## config.mk

```make
export PLATFORM = sky130hd
export DESIGN_NAME = door_motion_profile_fsm_unit
export DESIGN_NICKNAME = d
export VERILOG_FILES = /design/src/rtl/dmp_pkg.sv /design/src/rtl/dmp_cfg_regs.sv /design/src/rtl/dmp_fsm.sv /design/src/rtl/door_motion_profile_fsm_unit.sv
export SDC_FILE = /design/constraint.sdc
export NUM_CORES = 1
export LEC_CHECK = 0
export BUFFER_PORTS_ARGS = -buffer_cell sky130_fd_sc_hd__buf_2
export CAP_MARGIN = 10
export CORE_MARGIN = 4
export CORE_UTILIZATION = 63
export DETAILED_ROUTE_END_ITERATION = 12
export PLACE_DENSITY = 0.83
export SKIP_LAST_GASP = 1
export SLEW_MARGIN = 20
export SYNTH_ARGS = -nofsm -noshare
export SYNTH_HDL_FRONTEND = slang
export SYNTH_HIERARCHICAL = 1
export SYNTH_SLANG_ARGS = --single-unit
export TNS_END_PERCENT = 10
```

## constraint.sdc

```tcl
create_clock -name clk_i -period 3.6 [get_ports clk_i]
set_input_delay 0.36 -clock clk_i [delete_from_list [all_inputs] [get_ports clk_i]]
set_output_delay 0.36 -clock clk_i [all_outputs]
set_load 0.03 [all_outputs]
```

## src/rtl/dmp_pkg.sv

```systemverilog
// Shared types and constants for the door motion profile block.
// Used by the configuration registers, the state machine and the top level.
`timescale 1ns / 1ps

package dmp_pkg;

  // Widths of the item and result fields
  localparam int unsigned SpeedMagW = 12;
  localparam int unsigned SpeedW    = 13;
  localparam int unsigned StateW    = 4;
  localparam int unsigned SwitchN   = 4;
  localparam int unsigned CfgIdxW   = 2;

  // Configuration register indexes
  localparam logic [CfgIdxW-1:0] RegCreep = 2'd0;
  localparam logic [CfgIdxW-1:0] RegSlow  = 2'd1;
  localparam logic [CfgIdxW-1:0] RegFast  = 2'd2;

  // Reset values of the speed magnitudes
  localparam logic [SpeedMagW-1:0] CreepRst = 12'd100;
  localparam logic [SpeedMagW-1:0] SlowRst  = 12'd200;
  localparam logic [SpeedMagW-1:0] FastRst  = 12'd400;

  // Switch bit positions, open end first
  localparam int unsigned SwOpenEnd   = 0;
  localparam int unsigned SwOpenZone  = 1;
  localparam int unsigned SwCloseZone = 2;
  localparam int unsigned SwCloseEnd  = 3;

  // One control tick
  typedef struct packed {
    logic               direction;  // 1 toward closed, 0 toward open
    logic [SwitchN-1:0] switches;   // bit0 open end .. bit3 close end
  } dmp_item_t;

  // Speed magnitudes from the configuration registers
  typedef struct packed {
    logic [SpeedMagW-1:0] creep;
    logic [SpeedMagW-1:0] slow;
    logic [SpeedMagW-1:0] fast;
  } dmp_cfg_t;

endpackage

```

## src/rtl/dmp_cfg_regs.sv

```systemverilog
// Speed magnitude configuration registers of the door motion profile block.
// Depends on dmp_pkg for the register indexes and reset values.
`timescale 1ns / 1ps

module dmp_cfg_regs import dmp_pkg::*; (
  input  logic                 clk_i,
  input  logic                 rst_ni,
  input  logic                 wr_en_i,
  input  logic [CfgIdxW-1:0]   wr_index_i,
  input  logic [SpeedMagW-1:0] wr_data_i,
  output dmp_cfg_t             cfg_o
);

  dmp_cfg_t cfg_q;

  // Write the addressed register; drop writes to unused indexes
  always_ff @(posedge clk_i or negedge rst_ni) begin
    if (!rst_ni) begin
      cfg_q.creep <= CreepRst;
      cfg_q.slow  <= SlowRst;
      cfg_q.fast  <= FastRst;
    end else if (wr_en_i) begin
      unique case (wr_index_i)
        RegCreep: cfg_q.creep <= wr_data_i;
        RegSlow:  cfg_q.slow  <= wr_data_i;
        RegFast:  cfg_q.fast  <= wr_data_i;
        default:  ;
      endcase
    end
  end

  assign cfg_o = cfg_q;

endmodule

```

## src/rtl/dmp_fsm.sv

```systemverilog
// Door motion state machine: switch edge detection, zone sequencing and speed.
// Depends on dmp_pkg for the item and configuration types.
`timescale 1ns / 1ps

module dmp_fsm import dmp_pkg::*; (
  input  logic                     clk_i,
  input  logic                     rst_ni,
  input  logic                     step_i,
  input  dmp_item_t                item_i,
  input  dmp_cfg_t                 cfg_i,
  output logic signed [SpeedW-1:0] speed_o,
  output logic [StateW-1:0]        state_o
);

  typedef enum logic [StateW-1:0] {
    ST_INIT    = 4'd0,
    ST_HOMING  = 4'd1,
    ST_CLOSED  = 4'd2,
    ST_OACC    = 4'd3,
    ST_OFAST   = 4'd4,
    ST_ODEC    = 4'd5,
    ST_OPENED  = 4'd6,
    ST_CACC    = 4'd7,
    ST_CFAST   = 4'd8,
    ST_CDEC    = 4'd9
  } state_e;

  state_e                     state_q, state_d;
  logic signed [SpeedW-1:0]   speed_q, speed_d;
  logic [SwitchN-1:0]         prev_sw_q;
  logic [SwitchN-1:0]         ev;
  logic signed [SpeedW-1:0]   creep_p, creep_n, slow_p, slow_n, fast_p, fast_n;
  logic                       dir;

  // Switch events are changes since the previous tick
  assign ev  = item_i.switches ^ prev_sw_q;
  assign dir = item_i.direction;

  // Signed speeds from the magnitudes
  assign creep_p = $signed({1'b0, cfg_i.creep});
  assign slow_p  = $signed({1'b0, cfg_i.slow});
  assign fast_p  = $signed({1'b0, cfg_i.fast});
  assign creep_n = -creep_p;
  assign slow_n  = -slow_p;
  assign fast_n  = -fast_p;

  // Next state and speed; a zone event wins over a reversal
  always_comb begin
    state_d = state_q;
    speed_d = speed_q;
    unique case (state_q)
      ST_INIT: state_d = ST_HOMING;
      ST_HOMING: begin
        if (dir) begin
          speed_d = creep_p;
          if (ev[SwCloseEnd]) state_d = ST_CLOSED;
        end else begin
          speed_d = creep_n;
          if (ev[SwOpenEnd]) state_d = ST_OPENED;
        end
      end
      ST_CLOSED: begin
        speed_d = '0;
        if (!dir) state_d = ST_OACC;
      end
      ST_OACC: begin
        speed_d = slow_n;
        if (ev[SwCloseZone]) state_d = ST_OFAST;
        else if (dir)        state_d = ST_CDEC;
      end
      ST_OFAST: begin
        speed_d = fast_n;
        if (ev[SwOpenZone]) state_d = ST_ODEC;
        else if (dir)       state_d = ST_CFAST;
      end
      ST_ODEC: begin
        speed_d = slow_n;
        if (ev[SwOpenEnd]) state_d = ST_OPENED;
        else if (dir)      state_d = ST_CACC;
      end
      ST_OPENED: begin
        speed_d = '0;
        if (dir) state_d = ST_CACC;
      end
      ST_CACC: begin
        speed_d = slow_p;
        if (ev[SwOpenZone]) state_d = ST_CFAST;
        else if (!dir)      state_d = ST_ODEC;
      end
      ST_CFAST: begin
        speed_d = fast_p;
        if (ev[SwCloseZone]) state_d = ST_CDEC;
        else if (!dir)       state_d = ST_OFAST;
      end
      ST_CDEC: begin
        speed_d = slow_p;
        if (ev[SwCloseEnd]) state_d = ST_CLOSED;
        else if (!dir)      state_d = ST_OACC;
      end
      default: state_d = ST_HOMING;
    endcase
  end

  // Hold state, speed and switch history; advance once per tick
  always_ff @(posedge clk_i or negedge rst_ni) begin
    if (!rst_ni) begin
      state_q   <= ST_INIT;
      speed_q   <= '0;
      prev_sw_q <= '0;
    end else if (step_i) begin
      state_q   <= state_d;
      speed_q   <= speed_d;
      prev_sw_q <= item_i.switches;
    end
  end

  assign speed_o = speed_q;
  assign state_o = state_q;

endmodule

```

## src/rtl/door_motion_profile_fsm_unit.sv

```systemverilog
// Top level of the door motion profile block: stream ports, input stage,
// configuration port. Depends on dmp_pkg, dmp_cfg_regs and dmp_fsm.
`timescale 1ns / 1ps

// Each transfer on the slave stream is one control tick (commanded direction
// and the four position switches) and yields exactly one result on the master
// stream: the signed motor speed and the new door state code. A tick passes
// through an input register and then the state machine, whose state and speed
// registers are the result register, so a result is valid on the master side
// once the state machine has stepped on its tick, and one tick is accepted
// every cycle while the master side keeps up. Speed magnitudes are written
// through the configuration port (index 0 creep, 1 slow, 2 fast, index 3
// ignored) while no tick is in flight; it is always ready.

module door_motion_profile_fsm_unit import dmp_pkg::*; (
  input  logic                 clk_i,
  input  logic                 rst_ni,
  // bits: 0 direction, 1 open_end_switch, 2 open_zone_switch,
  //       3 close_zone_switch, 4 close_end_switch, 7:5 zero
  input  logic [7:0]           s_axis_tdata,
  input  logic                 s_axis_tvalid,
  output logic                 s_axis_tready,
  // bits: 12:0 motor_speed (signed), 16:13 door_state, 23:17 zero
  output logic [23:0]          m_axis_tdata,
  output logic                 m_axis_tvalid,
  input  logic                 m_axis_tready,
  input  logic                 cfg_valid_i,
  output logic                 cfg_ready_o,
  input  logic [CfgIdxW-1:0]   cfg_index_i,
  input  logic [SpeedMagW-1:0] cfg_data_i
);

  logic                     in_valid_q;
  dmp_item_t                item_q;
  logic                     out_valid_q;
  logic                     advance;
  logic                     in_fire;
  dmp_cfg_t                 cfg;
  logic signed [SpeedW-1:0] speed;
  logic [StateW-1:0]        state_code;

  // Move the pipeline when the result register is free or being taken
  assign advance       = !out_valid_q || m_axis_tready;
  assign s_axis_tready = !in_valid_q || advance;
  assign in_fire       = s_axis_tvalid && s_axis_tready;
  assign cfg_ready_o   = 1'b1;

  // Input stage valid and result valid
  always_ff @(posedge clk_i or negedge rst_ni) begin
    if (!rst_ni) begin
      in_valid_q  <= 1'b0;
      out_valid_q <= 1'b0;
    end else begin
      if (in_fire)      in_valid_q <= 1'b1;
      else if (advance) in_valid_q <= 1'b0;
      if (advance)      out_valid_q <= in_valid_q;
    end
  end

  // Capture the tick on transfer
  always_ff @(posedge clk_i) begin
    if (in_fire) begin
      item_q.direction <= s_axis_tdata[0];
      item_q.switches  <= s_axis_tdata[SwitchN:1];
    end
  end

  dmp_cfg_regs u_cfg (
    .clk_i      (clk_i),
    .rst_ni     (rst_ni),
    .wr_en_i    (cfg_valid_i),
    .wr_index_i (cfg_index_i),
    .wr_data_i  (cfg_data_i),
    .cfg_o      (cfg)
  );

  dmp_fsm u_fsm (
    .clk_i   (clk_i),
    .rst_ni  (rst_ni),
    .step_i  (advance && in_valid_q),
    .item_i  (item_q),
    .cfg_i   (cfg),
    .speed_o (speed),
    .state_o (state_code)
  );

  assign m_axis_tvalid = out_valid_q;
  assign m_axis_tdata  = {7'd0, state_code, speed};

endmodule

```

== Word-level counts from Yosys, hierarchy flattened ==
Index checks and enable logic that the tools add are counted.

* Add/subtract/negate cells: 3
* $mul: 0
* Divide/modulo/power cells: 0
* $lt $le $gt $ge: 0
* Equal/unequal tests: 17
* Shift-type cells: 0
* Multiplexer cells: 20
* Bitwise gates (word level): 1
* Reduce and logical (&&, ||, !) cells: 17

{| class="wikitable"
|+ Operators by type and width
! operator !! number
|-
| $pmux 13 s6 || 1
|-
| $mux 4 || 15
|-
| $neg 12->13 || 3
|-
| $pmux 4 s9 || 1
|-
| $ne 3x2->1 const B || 6
|-
| $eq 4x3->1 const B || 4
|-
| $mux 13 || 1
|-
| $eq 4x2->1 const B || 2
|-
| $eq 4x4->1 const B || 2
|-
| $reduce_and 2->1 || 4
|-
| $reduce_and 7->1 || 1
|-
| $reduce_bool 6->1 || 1
|-
| $reduce_or 2->1 || 3
|-
| $eq 4x1->1 const B || 1
|-
| $xor 4x4->4 || 1
|-
| $eq 2x1->1 const B || 1
|-
| $eq 2x2->1 const B || 1
|-
| $logic_and 1x1->1 || 2
|-
| $logic_not 1->1 || 2
|-
| $logic_not 2->1 || 1
|-
| $logic_or 1x1->1 || 2
|-
| $mux 1 || 2
|-
| $reduce_bool 2->1 || 1
|}

* Flip-flop bits (word level): 64
* Latch bits: 0
* RAM bits: 0
* Memory bits (read-only): 0
* Input port bits: 27
* Output and inout port bits: 27
* Word-level logic and storage cells: 68
* Memories kept: 0

== Depth between registers and ports, before layout ==
Gate-level depths: netlist (run 1).

* Depth after elaboration: 5
* Gate-level depth with buffers: 8
* Gate-level depth less buffers: 7

== Hierarchy ==
Netlist (run 1), hierarchy kept.

{| class="wikitable"
|+ By module, submodules not included
! module !! times used !! cells each !! area an instance (um^2) !! seq. area each (um^2)
|-
| dmp_fsm || 1 || 313 || 2463.6 || 525.5
|-
| dmp_cfg_regs || 1 || 78 || 1367.6 || 912.1
|-
| door_motion_profile_fsm_unit || 1 || 23 || 321.6 || 200.2
|}

== Least setup slack after synthesis (run 1) ==
OpenSTA, ideal clock, no wires.

* Kind: reg-to-reg
* Start point: register u_cfg.cfg_q (netlist bit u_cfg/cfg_o[12])
* End point: register u_fsm.speed_q[12] (netlist: u_fsm/speed_o[12])
* Setup time: 0.123 ns
* Arrival: 1.801 ns
* Data required time: 3.477 ns
* Path slack: 1.676 ns
* Cell stages (with the launch flop): 8
* Buffers on the path: 0
* Clock period less this slack: 1.924 ns
* Cell sequence: dfrtp_1 > inv_1 > ha_1 > or3b_1 > or3_4 > o31ai_2 > o311a_1 > o21ai_1

* Longest elaborated chain between the ends: 2

{| class="wikitable"
|+ RTL lines
! what !! line !! RTL
|-
| from (decl) || dmp_cfg_regs.sv:14 || <nowiki>dmp_cfg_t cfg_q;</nowiki>
|-
| $neg 12->13 || dmp_fsm.sv:44 || <nowiki>assign slow_n = -slow_p;</nowiki>
|-
| $pmux 13 s6 || dmp_fsm.sv:51 || <nowiki>unique case (state_q)</nowiki>
|-
| to (signal assigned) || dmp_fsm.sv:112 || <nowiki>speed_q <= speed_d;</nowiki>
|-
| to (decl) || dmp_fsm.sv:29 || <nowiki>logic signed [SpeedW-1:0] speed_q, speed_d;</nowiki>
|}

Every way passes these cells.
A chain may end at the register's enable or synchronous reset.

== Final worst setup path (run 1) ==
* Start point: register u_fsm.state_q[0] (netlist: u_fsm/state_o[0])
* End point: register u_fsm.speed_q[11] (netlist: u_fsm/speed_o[11])

* Longest elaborated chain between the ends: 4
* Elaborated cells on any way between the ends: 15
* Those cells by class: 9 x eq/ne; 1 x mux; 5 x reduce/logical

{| class="wikitable"
|+ RTL lines
! what !! line !! RTL
|-
| from (decl) || dmp_fsm.sv:28 || <nowiki>state_e state_q, state_d;</nowiki>
|-
| from (signal assigned) || dmp_fsm.sv:111 || <nowiki>state_q <= state_d;</nowiki>
|-
| $eq 4x2->1, or another cell as far along || dmp_fsm.sv:51 ||
|-
| $reduce_or 2->1 (no source line) || - ||
|-
| $reduce_bool 6->1 (no source line) || - ||
|-
| $reduce_and 2->1 (no source line) || - ||
|}

Several ways; a longest one is shown, not always the timed one.

==> out/summary.txt, run 1 <==
clock period minus final worst setup slack: 2.454 ns
commonest non-fill, non-tap cells in the layout: dfrtp_1, mux2_2, buf_2
Gate Count Post-Synth: 414
CTS tree: done
Core Area: 0.006386 mm2
sequential area share after synthesis: 0.3944
initial core utilization: 0.6503
I/O pin count: 54
diode count: 0
Fmax: 0.4075 GHz
Worst path slowest cell: dfrtp_1
Worst Hold Class: in2async
die area: 0.007955 mm2
Post-Syn Area: 0.004153 mm2
clock slew at reported path FFs: 0.08 ns
DIE WIDTH: 89.19 um
nets@finish: 474
clk_lat worst skew: 0.35 ns
first-pass GRT wire length: 16430 um
commonest non-fill, non-tap cell in the layout: dfrtp_1
number of flops mapped to enable cells by yosys: 5
Final Instance Area: 0.004526 mm2
die height: 89.19 um
Final Hold Viols: 0
ys flop type: dfrtp_1
worst flop-to-flop path endpoint: u_fsm/speed_o[11]$_DFFE_PN0P_
fin cells: 526
CP top delay family: compound AO/OA/AOI/OAI gates
gr ovfl total: 0
Sink Count: 64
worst-margin pin slew: 0.9937 ns
Setup Buffers After CTS: 0
GP Congestion: 0.9018
Layout area overhead: 8.979%
max incr delay on CP: 0.95 ns
number of global-route vias before repair: 3225
CP Data Required Time: 3.86 ns
Synth Warn #: 6
layout cells sized above 1: 0.2918
largest net degree at the start of global routing: 35
# H-tree levels: 3
worst clock skew: 0.01142 ns
worst r2r path cells: 5
max_slew headroom: 0.3376
Initial DRC Count: 462
outcome: finished, final reports clean
DR vias: 3363
Pwr Total: 3.491 mW
critical path type: reg2reg
Max VDD drop: 468.6 uV
Distinct cells, synth: 69
Area after DPL: 0.004303 mm2
leak pwr: 1.837 nW
Port Buffers: 42
number of placed instances, taps included: 510
cts repair resizes: 0
CTS hold repair buffers: 0
unrepaired setup endpoints after global routing: no
Power Dens Cells: 771.4 mW/mm2
Rows: 29
max_cap viols: 0
GRT Total Usage: 0.2699
WP data arrival: 2.72 ns
Reg2Reg Launch Point: u_fsm/state_o[0]$_DFFE_PN0P_
CP bufs+invs: 1
deepest clock path buffer count: 2
vias per cell: 6.394
R2R setup slack: 1.15 ns
Slew Limit Fails: 0
CTS Root Cell: clkbuf_8
synthesis-stage register bit count: 64
Final ANT Viol Nets: 0
crit-path max FO: 29
TritonRoute pass-1 iters: 5
DP HPWL: 7213 um
setup_tns: 0 ns
Synth async-reset ratio: 0.9219
Inserted Clock Buffers: 9
fin crit share: 0.6816
CP Launch Type: register
syn_area_per_cell: 10.03 um2
Routed WL: 9833 um
DRC: 0
crit path capture type: register
Filler Cell Count: 505
final setup fails: 0
crit-path cells: inv_1 -> a21oi_1 -> a221o_1 -> a311oi_1 -> a31oi_1
WL per Instance: 18.69 um
Final Hold Slack: 0.005808 ns
initial antenna violation count: 0
[worst register-to-register path, cell delays in order, from the launching register on]
cell      delay, ns
dfrtp_1        0.95
inv_1          0.30
a21oi_1        0.62
a221o_1        0.28
a311oi_1       0.05
a31oi_1        0.17
[how the worst max path moves through the flow]
stage	to	depth (start not counted)	from
global route	u_fsm/speed_o[11]$_DFFE_PN0P_	5	u_fsm/state_o[0]$_DFFE_PN0P_
detailed placement	u_fsm/speed_o[11]$_DFFE_PN0P_	5	u_fsm/state_o[0]$_DFFE_PN0P_
CTS	u_fsm/speed_o[11]$_DFFE_PN0P_	5	u_fsm/state_o[0]$_DFFE_PN0P_
global placement	u_fsm/speed_o[11]$_DFFE_PN0P_	5	u_fsm/state_o[1]$_DFFE_PN0P_
finish	u_fsm/speed_o[11]$_DFFE_PN0P_	5	u_fsm/state_o[0]$_DFFE_PN0P_
floorplan	u_fsm/speed_o[12]$_DFFE_PN0P_	7	u_cfg/cfg_o[12]$_DFFE_PN0P_
[layer usage]
metal,global-route usage,part of all wire
met4,0.06495,0.012
met5,0,0
met3,0.07558,0.10
met1,0.3707,0.44
met2,0.4260,0.45
[power breakdown]
group / switching (mW) / internal, mW / leakage, nW
clock: 0.289 / 0.409 / 0.110
sequential: 0.328 / 0.922 / 0.737
combinational: 0.915 / 0.628 / 0.991
total: 1.53 / 1.96 / 1.84
[state kept, by name, indices dropped and copies added, names as in the netlist]
register,flops
u_fsm/state_o,4
u_fsm/prev_sw_q,4
in_valid_q,1
item_q,5
u_fsm/speed_o,13
m_axis_tvalid,1
u_cfg/cfg_o,36
[logic make-up (layout without fill, tap and decap cells)]
kind of cell,Yosys count,count (layout),share of synthesized area
other cells,2,8,0.001808
compound gates,104,104,0.1717
buf+inv,44,73,0.05845
mux,48,48,0.1287
xor+xnor,27,27,0.05695
flops,64,64,0.3944
simple gates,122,122,0.1790
fa+ha+maj,3,3,0.009040
[synth_stat cells, types with 3 or more instances]
cell | instances | area share
o21ai_1 | 14 | 0.017
nand3b_1 | 3 | 0.0054
buf_2 | 14 | 0.017
and2_1 | 3 | 0.0045
or3b_1 | 4 | 0.0084
o221ai_1 | 3 | 0.0063
o21ai_0 | 19 | 0.023
nor2b_1 | 8 | 0.012
nand2b_1 | 5 | 0.0075
buf_4 | 12 | 0.022
nor3_1 | 10 | 0.012
ha_1 | 3 | 0.0090
dfstp_2 | 9 | 0.057
nand2_1 | 30 | 0.027
o22ai_1 | 5 | 0.0075
dfrtp_1 | 50 | 0.30
or3_1 | 3 | 0.0045
nor2_1 | 24 | 0.022
mux2i_1 | 5 | 0.012
a21oi_1 | 19 | 0.023
xnor2_1 | 12 | 0.025
o31ai_1 | 4 | 0.0072
a31oi_1 | 8 | 0.012
a221oi_1 | 3 | 0.0063
a22oi_1 | 3 | 0.0054
o211ai_1 | 3 | 0.0054
edfxtp_1 | 5 | 0.036
nand3_1 | 5 | 0.0060
inv_1 | 13 | 0.012
nor3b_1 | 3 | 0.0054
mux2_2 | 43 | 0.12
nor4_2 | 3 | 0.0090
xor2_1 | 15 | 0.032
[through the flow]
| stage | setup WS [ns] | util |
|---|---|---|
| after floorplan | 1.676 | - |
| after global placement | 1.312 | 0.6738 |
| after detailed placement | 1.255 | 0.6738 |
| after CTS | 1.229 | 0.7087 |
| after global routing | 1.035 | 0.7087 |
| final | 1.146 | 0.7087 |
[cell type report]
type	count	area [um2]	share of cell area
multi-input combinational	312	2295	0.5070
sequential	64	1638	0.3619
timing repair buffer	44	225.2	0.04977
clock buffer	11	141.4	0.03124
tap	77	96.34	0.02129
clock inverter	5	81.33	0.01797
inverter	13	48.80	0.01078
Note: power is estimated with default switching activity, not from simulation.
==> run 2: changes to the inputs <==
--- a/config.mk
+++ b/config.mk
@@ -8,9 +8,9 @@
 export BUFFER_PORTS_ARGS = -buffer_cell sky130_fd_sc_hd__buf_2
 export CAP_MARGIN = 10
 export CORE_MARGIN = 4
-export CORE_UTILIZATION = 63
+export CORE_UTILIZATION = 53
 export DETAILED_ROUTE_END_ITERATION = 12
-export PLACE_DENSITY = 0.83
+export PLACE_DENSITY = 0.74
 export SKIP_LAST_GASP = 1
 export SLEW_MARGIN = 20
 export SYNTH_ARGS = -nofsm -noshare
==> constraint.sdc (replaced) <==
create_clock -name clk_i -period 2.1 [get_ports clk_i]
set_input_delay 0.21 -clock clk_i [delete_from_list [all_inputs] [get_ports clk_i]]
set_output_delay 0.21 -clock clk_i [all_outputs]
set_load 0.03 [all_outputs]
==> out/summary.txt, run 2 (synthesized netlist as in run 1, its figures left out) <==
crit path from: u_cfg/cfg_o[12]$_DFFE_PN0P_
critical path type: reg2reg
WP data arrival: 2.31 ns (-0.41 ns)
commonest non-fill, non-tap cell in the layout: dfrtp_1
outcome: finished, final reports clean
Reg2Reg Launch Point: u_cfg/cfg_o[12]$_DFFE_PN0P_
max_cap viols: 0 (unchanged)
gr ovfl total: 0 (unchanged)
vias per cell: 6.052 (-5.3%)
Inserted Clock Buffers: 9 (unchanged)
Routed WL: 10340 um (+5.1%)
Final Hold Slack: 0.04094 ns (+0.03513 ns)
initial core utilization: 0.5402 (-0.1101)
commonest non-fill, non-tap cells in the layout: dfrtp_1, mux2_2, buf_2
worst hold path depth: 1
clock period minus final worst setup slack: 2.080 ns (-0.3741 ns)
layout cells sized above 1: 0.3375 (+0.04577)
nets@finish: 502 (+5.9%)
Final Hold Viols: 0 (unchanged)
worst flop-to-flop path endpoint: u_fsm/speed_o[12]$_DFFE_PN0P_
Initial DRC Count: 526 (+14%)
final worst slack: 0.02032 ns (-1.126 ns)
Setup crit end: u_fsm/speed_o[12]$_DFFE_PN0P_
Core Area: 0.007687 mm2 (+20%)
crit-path max FO: 4 (-86%)
Final ANT Viol Nets: 0 (unchanged)
Layout area overhead: 15.67%
Power Dens Cells: 1314 mW/mm2 (+70%)
Worst Hold Class: in2reg
Fmax: 0.4808 GHz (+18%)
max reg flops: 36 (unchanged)
die area: 0.009315 mm2 (+17%)
GP Congestion: 0.9284 (+2.9%)
CTS tree: done
clock slew at reported path FFs: 0.08 ns (about the same)
fin crit share: 0.9903 (+0.3087)
Final Instance Area: 0.004803 mm2 (+6.1%)
Port Buffers: 42 (unchanged)
Max VDD drop: 606.5 uV (+29%)
worst clock skew: 0.01310 ns (+0.001678 ns)
number of placed instances, taps included: 562 (+10%)
CTS Root Cell: clkbuf_8
CP Launch Type: register
Area after DPL: 0.004562 mm2 (+6.0%)
worst-margin pin slew: 0.6991 ns (-0.2946 ns)
deepest clock path buffer count: 2 (unchanged)
initial antenna violation count: 1 (+1)
DR vias: 3504 (+4.2%)
number of global-route vias before repair: 3259 (+1.1%)
die height: 96.52 um (+8.2%)
I/O pin count: 54 (unchanged)
GRT Total Usage: 0.2369 (-0.03307)
unrepaired setup endpoints after global routing: yes
DRC: 0 (unchanged)
CP Data Required Time: 2.33 ns (-1.53 ns)
crit path capture type: register
R2R setup slack: 0.02 ns (-1.13 ns)
clk_lat worst skew: 0.35 ns (about the same)
first-pass GRT wire length: 16760 um (+2.0%)
Pwr Total: 6.311 mW (+81%)
Sink Count: 64 (unchanged)
DP HPWL: 7754 um (+7.5%)
DIE WIDTH: 96.52 um (+8.2%)
TritonRoute pass-1 iters: 5 (unchanged)
Slew Limit Fails: 0 (unchanged)
max_slew headroom: 0.5325 (+0.1950)
fin cells: 579 (+10%)
largest net degree at the start of global routing: 33 (-5.7%)
# H-tree levels: 3 (unchanged)
WL per Instance: 17.85 um (-4.5%)
Rows: 32 (+10%)
final setup fails: 0 (unchanged)
worst r2r path cells: 7 (+2)
pre-CTS setup slack: 0.01587 ns (-1.239 ns)
diode count: 0 (unchanged)
leak pwr: 1.987 nW (+8.2%)
[run 2: power breakdown]
part | total [mW] | switching [mW] | internal (mW)
Sequential | 1.98 | 0.390 | 1.59
Clock | 1.18 | 0.511 | 0.670
Combinational | 3.15 | 1.84 | 1.31
[run 2: layout make-up]
| class | instances | area, um2 |
|---|---|---|
| multi-input combinational | 312 | 2306 |
| inverter | 13 | 48.80 |
| tap | 102 | 127.6 |
| fill | 666 | 2884 |
| timing repair buffer | 72 | 462.9 |
| clock buffer | 9 | 123.9 |
| clock inverter | 7 | 95.09 |
| sequential | 64 | 1639 |
[run 2: worst min-delay path by stage]
stage                                    to  slack (ns)            start
2_1_floorplan        in_valid_q$_DFFE_PN0P_       -0.09           rst_ni
3_3_place_gp   u_fsm/speed_o[6]$_DFFE_PN0P_        0.28           rst_ni
3_5_place_dp   u_fsm/speed_o[6]$_DFFE_PN0P_        0.29           rst_ni
4_1_cts                 item_q[3]$_DFFE_PP_        0.03  s_axis_tdata[4]
5_1_grt                 item_q[1]$_DFFE_PP_        0.02  s_axis_tdata[2]
6_report                item_q[3]$_DFFE_PP_        0.04  s_axis_tdata[4]
[run 2: metal layers]
layer	track usage	vias to the layer above	share of wire
li1	-	1623	-
met1	0.3448	1671	0.45
met2	0.3448	184	0.45
met3	0.05345	24	0.093
met4	0.08411	2	0.015
met5	0	-	0.00068
[run 2: per-stage QoR]
step,utilization,setup TNS [ns]
after global placement,0.5934,0
after detailed placement,0.5934,0
after floorplan,-,0
after global routing,0.6248,-0.02546
final,0.6248,0
after CTS,0.6235,0
[run 2: repair_timing]
action | in CTS | in global routing
hold endpoints to repair | 21 | 0
endpoints found under the setup margin | 1 | 4
gates resized for setup | 1 | 2
buffers inserted | 0 | 0
hold buffers | 1 | 0
[run 2: critical path, stage by stage, from the launching register on]
cell and delay [ns]:
dfrtp_1 0.42, inv_1 0.09, ha_1 0.16, or3b_4 0.41, or3_4 0.41, o31ai_4 0.19, o311a_1 0.22, o21ai_1 0.06
==> run 3: changes to the inputs <==
--- a/config.mk
+++ b/config.mk
@@ -7,6 +7,7 @@
 export LEC_CHECK = 0
 export BUFFER_PORTS_ARGS = -buffer_cell sky130_fd_sc_hd__buf_2
 export CAP_MARGIN = 10
+export CORE_ASPECT_RATIO = 1.1
 export CORE_MARGIN = 4
 export CORE_UTILIZATION = 53
 export DETAILED_ROUTE_END_ITERATION = 12
==> out/summary.txt, run 3 (synthesized netlist as in run 1, its figures left out) <==
clock period minus final worst setup slack: 2.054 ns (-0.02604 ns)
CP Data Required Time: 2.34 ns (about the same)
layout cells sized above 1: 0.3445 (+0.006941)
crit path from: u_cfg/cfg_o[13]$_DFFE_PN0P_
outcome: finished, final reports clean
worst clock skew: 0.01017 ns (-0.002927 ns)
CTS tree: done
final worst slack: 0.04636 ns (+0.02604 ns)
clk_lat worst skew: 0.36 ns (about the same)
Core Area: 0.007556 mm2 (-1.7%)
crit path capture type: register
WL per Instance: 17.77 um (-0.46%)
commonest non-fill, non-tap cell in the layout: dfrtp_1
final setup fails: 0 (unchanged)
Worst Hold Class: in2reg
first-pass GRT wire length: 16880 um (+0.70%)
Initial DRC Count: 283 (-46%)
Layout area overhead: 16.42%
gr ovfl total: 0 (unchanged)
initial core utilization: 0.5496 (+0.009392)
Area after DPL: 0.004546 mm2 (-0.36%)
leak pwr: 2.002 nW (+0.75%)
Fmax: 0.4869 GHz (+1.3%)
number of placed instances, taps included: 564 (+0.36%)
DP HPWL: 7669 um (-1.1%)
commonest non-fill, non-tap cells in the layout: dfrtp_1, mux2_2, buf_2
I/O pin count: 54 (unchanged)
Reg2Reg Launch Point: u_cfg/cfg_o[13]$_DFFE_PN0P_
R2R setup slack: 0.05 ns (+0.03 ns)
diode count: 0 (unchanged)
unrepaired setup endpoints after global routing: yes
fin cells: 584 (+0.86%)
GP Congestion: 0.9641 (+3.8%)
worst r2r path cells: 7 (unchanged)
die area: 0.009318 mm2 (about the same)
WP data arrival: 2.29 ns (-0.02 ns)
max reg flops: 36 (unchanged)
Pwr Total: 6.356 mW (+0.72%)
Max VDD drop: 580.8 uV (-4.2%)
Inserted Clock Buffers: 9 (unchanged)
Slew Limit Fails: 0 (unchanged)
die height: 100.8 um (+4.5%)
initial antenna violation count: 0 (-1)
Power Dens Cells: 1315 mW/mm2 (about the same)
worst hold path depth: 1 (unchanged)
vias per cell: 5.959 (-1.5%)
DIE WIDTH: 92.40 um (-4.3%)
CP Launch Type: register
DR vias: 3480 (-0.68%)
worst-margin pin slew: 0.6847 ns (-0.01435 ns)
Port Buffers: 42 (unchanged)
Worst Hold Endpoint: item_q[3]$_DFFE_PP_
HP Start: s_axis_tdata[4]
deepest clock path buffer count: 2 (unchanged)
clock slew at reported path FFs: 0.08 ns (about the same)
DRC: 0 (unchanged)
# H-tree levels: 3 (unchanged)
GRT Total Usage: 0.2321 (-0.004791)
Routed WL: 10380 um (+0.40%)
pre-CTS setup slack: 0.03969 ns (+0.02382 ns)
largest net degree at the start of global routing: 33 (unchanged)
Rows: 33 (+3.1%)
CTS Root Cell: clkbuf_8
fin util: 0.6398 (+0.01500)
Final ANT Viol Nets: 0 (unchanged)
Sink Count: 64 (unchanged)
TritonRoute pass-1 iters: 5 (unchanged)
number of global-route vias before repair: 3316 (+1.7%)
fin crit share: 0.9779 (-0.01240)
nets@finish: 504 (+0.40%)
max_slew headroom: 0.5421 (+0.009597)
crit-path max FO: 4 (unchanged)
worst flop-to-flop path endpoint: u_fsm/speed_o[12]$_DFFE_PN0P_
Final Instance Area: 0.004835 mm2 (+0.65%)
critical path type: reg2reg
max_cap viols: 0 (unchanged)
Final Hold Viols: 0 (unchanged)
-- run 3: area by class of cell --
type | instances | area [um2]
well taps | 105 | 131.4
inverters | 13 | 48.80
clock buffers | 11 | 173.9
clock inverters | 5 | 67.56
repair buffers | 74 | 465.4
multi-input cells | 312 | 2308
fillers | 634 | 2721
flip-flops and latches | 64 | 1639
-- run 3: critical path: stages, from the launching register on --
cell	delay (ns)
dfrtp_2	0.44
inv_1	0.06
ha_2	0.16
or3b_4	0.40
or3_4	0.41
o31ai_4	0.19
o311a_1	0.21
o21ai_1	0.07
-- run 3: how the worst max path moves through the flow --
stage,to,slack (ns),depth (start not counted)
3_3_place_gp,u_fsm/speed_o[12]$_DFFE_PN0P_,0.11,7
5_1_grt,u_fsm/speed_o[12]$_DFFE_PN0P_,-0.04,7
2_1_floorplan,u_fsm/speed_o[12]$_DFFE_PN0P_,0.18,7
6_report,u_fsm/speed_o[12]$_DFFE_PN0P_,0.05,7
3_5_place_dp,u_fsm/speed_o[12]$_DFFE_PN0P_,0.04,7
4_1_cts,u_fsm/speed_o[12]$_DFFE_PN0P_,0.03,7
-- run 3: stage by stage --
| stage | hold slack (ns) | TNS (ns) |
|---|---|---|
| after global routing | 0.003366 | -0.04039 |
| final | 0.02069 | 0 |
| after floorplan | -0.08559 | 0 |
| after CTS | 0.007540 | 0 |
| after global placement | 0.09451 | 0 |
| after detailed placement | 0.09693 | 0 |
-- run 3: layer usage --
| metal | track usage | vias up | wire [um] |
|---|---|---|---|
| met5 | 0 | - | 0 |
| met1 | 0.3218 | 1675 | 4595 |
| met3 | 0.04481 | 13 | 800 |
| met2 | 0.3588 | 174 | 4815 |
| li1 | - | 1618 | - |
| met4 | 0.09257 | 0 | 168 |
-- run 3: power by group --
| group | internal (mW) | leakage, nW | switching, mW |
|---|---|---|---|
| combinational | 1.31 | 1.14 | 1.84 |
| clock | 0.709 | 0.122 | 0.552 |
| sequential | 1.59 | 0.736 | 0.365 |
-- run 3: repair_timing --
action,in CTS,in global routing
endpoints found under the setup margin,0,2
gates resized for setup,0,5
endpoints found under the hold margin,10,0
setup buffers,0,3
hold buffers,1,0
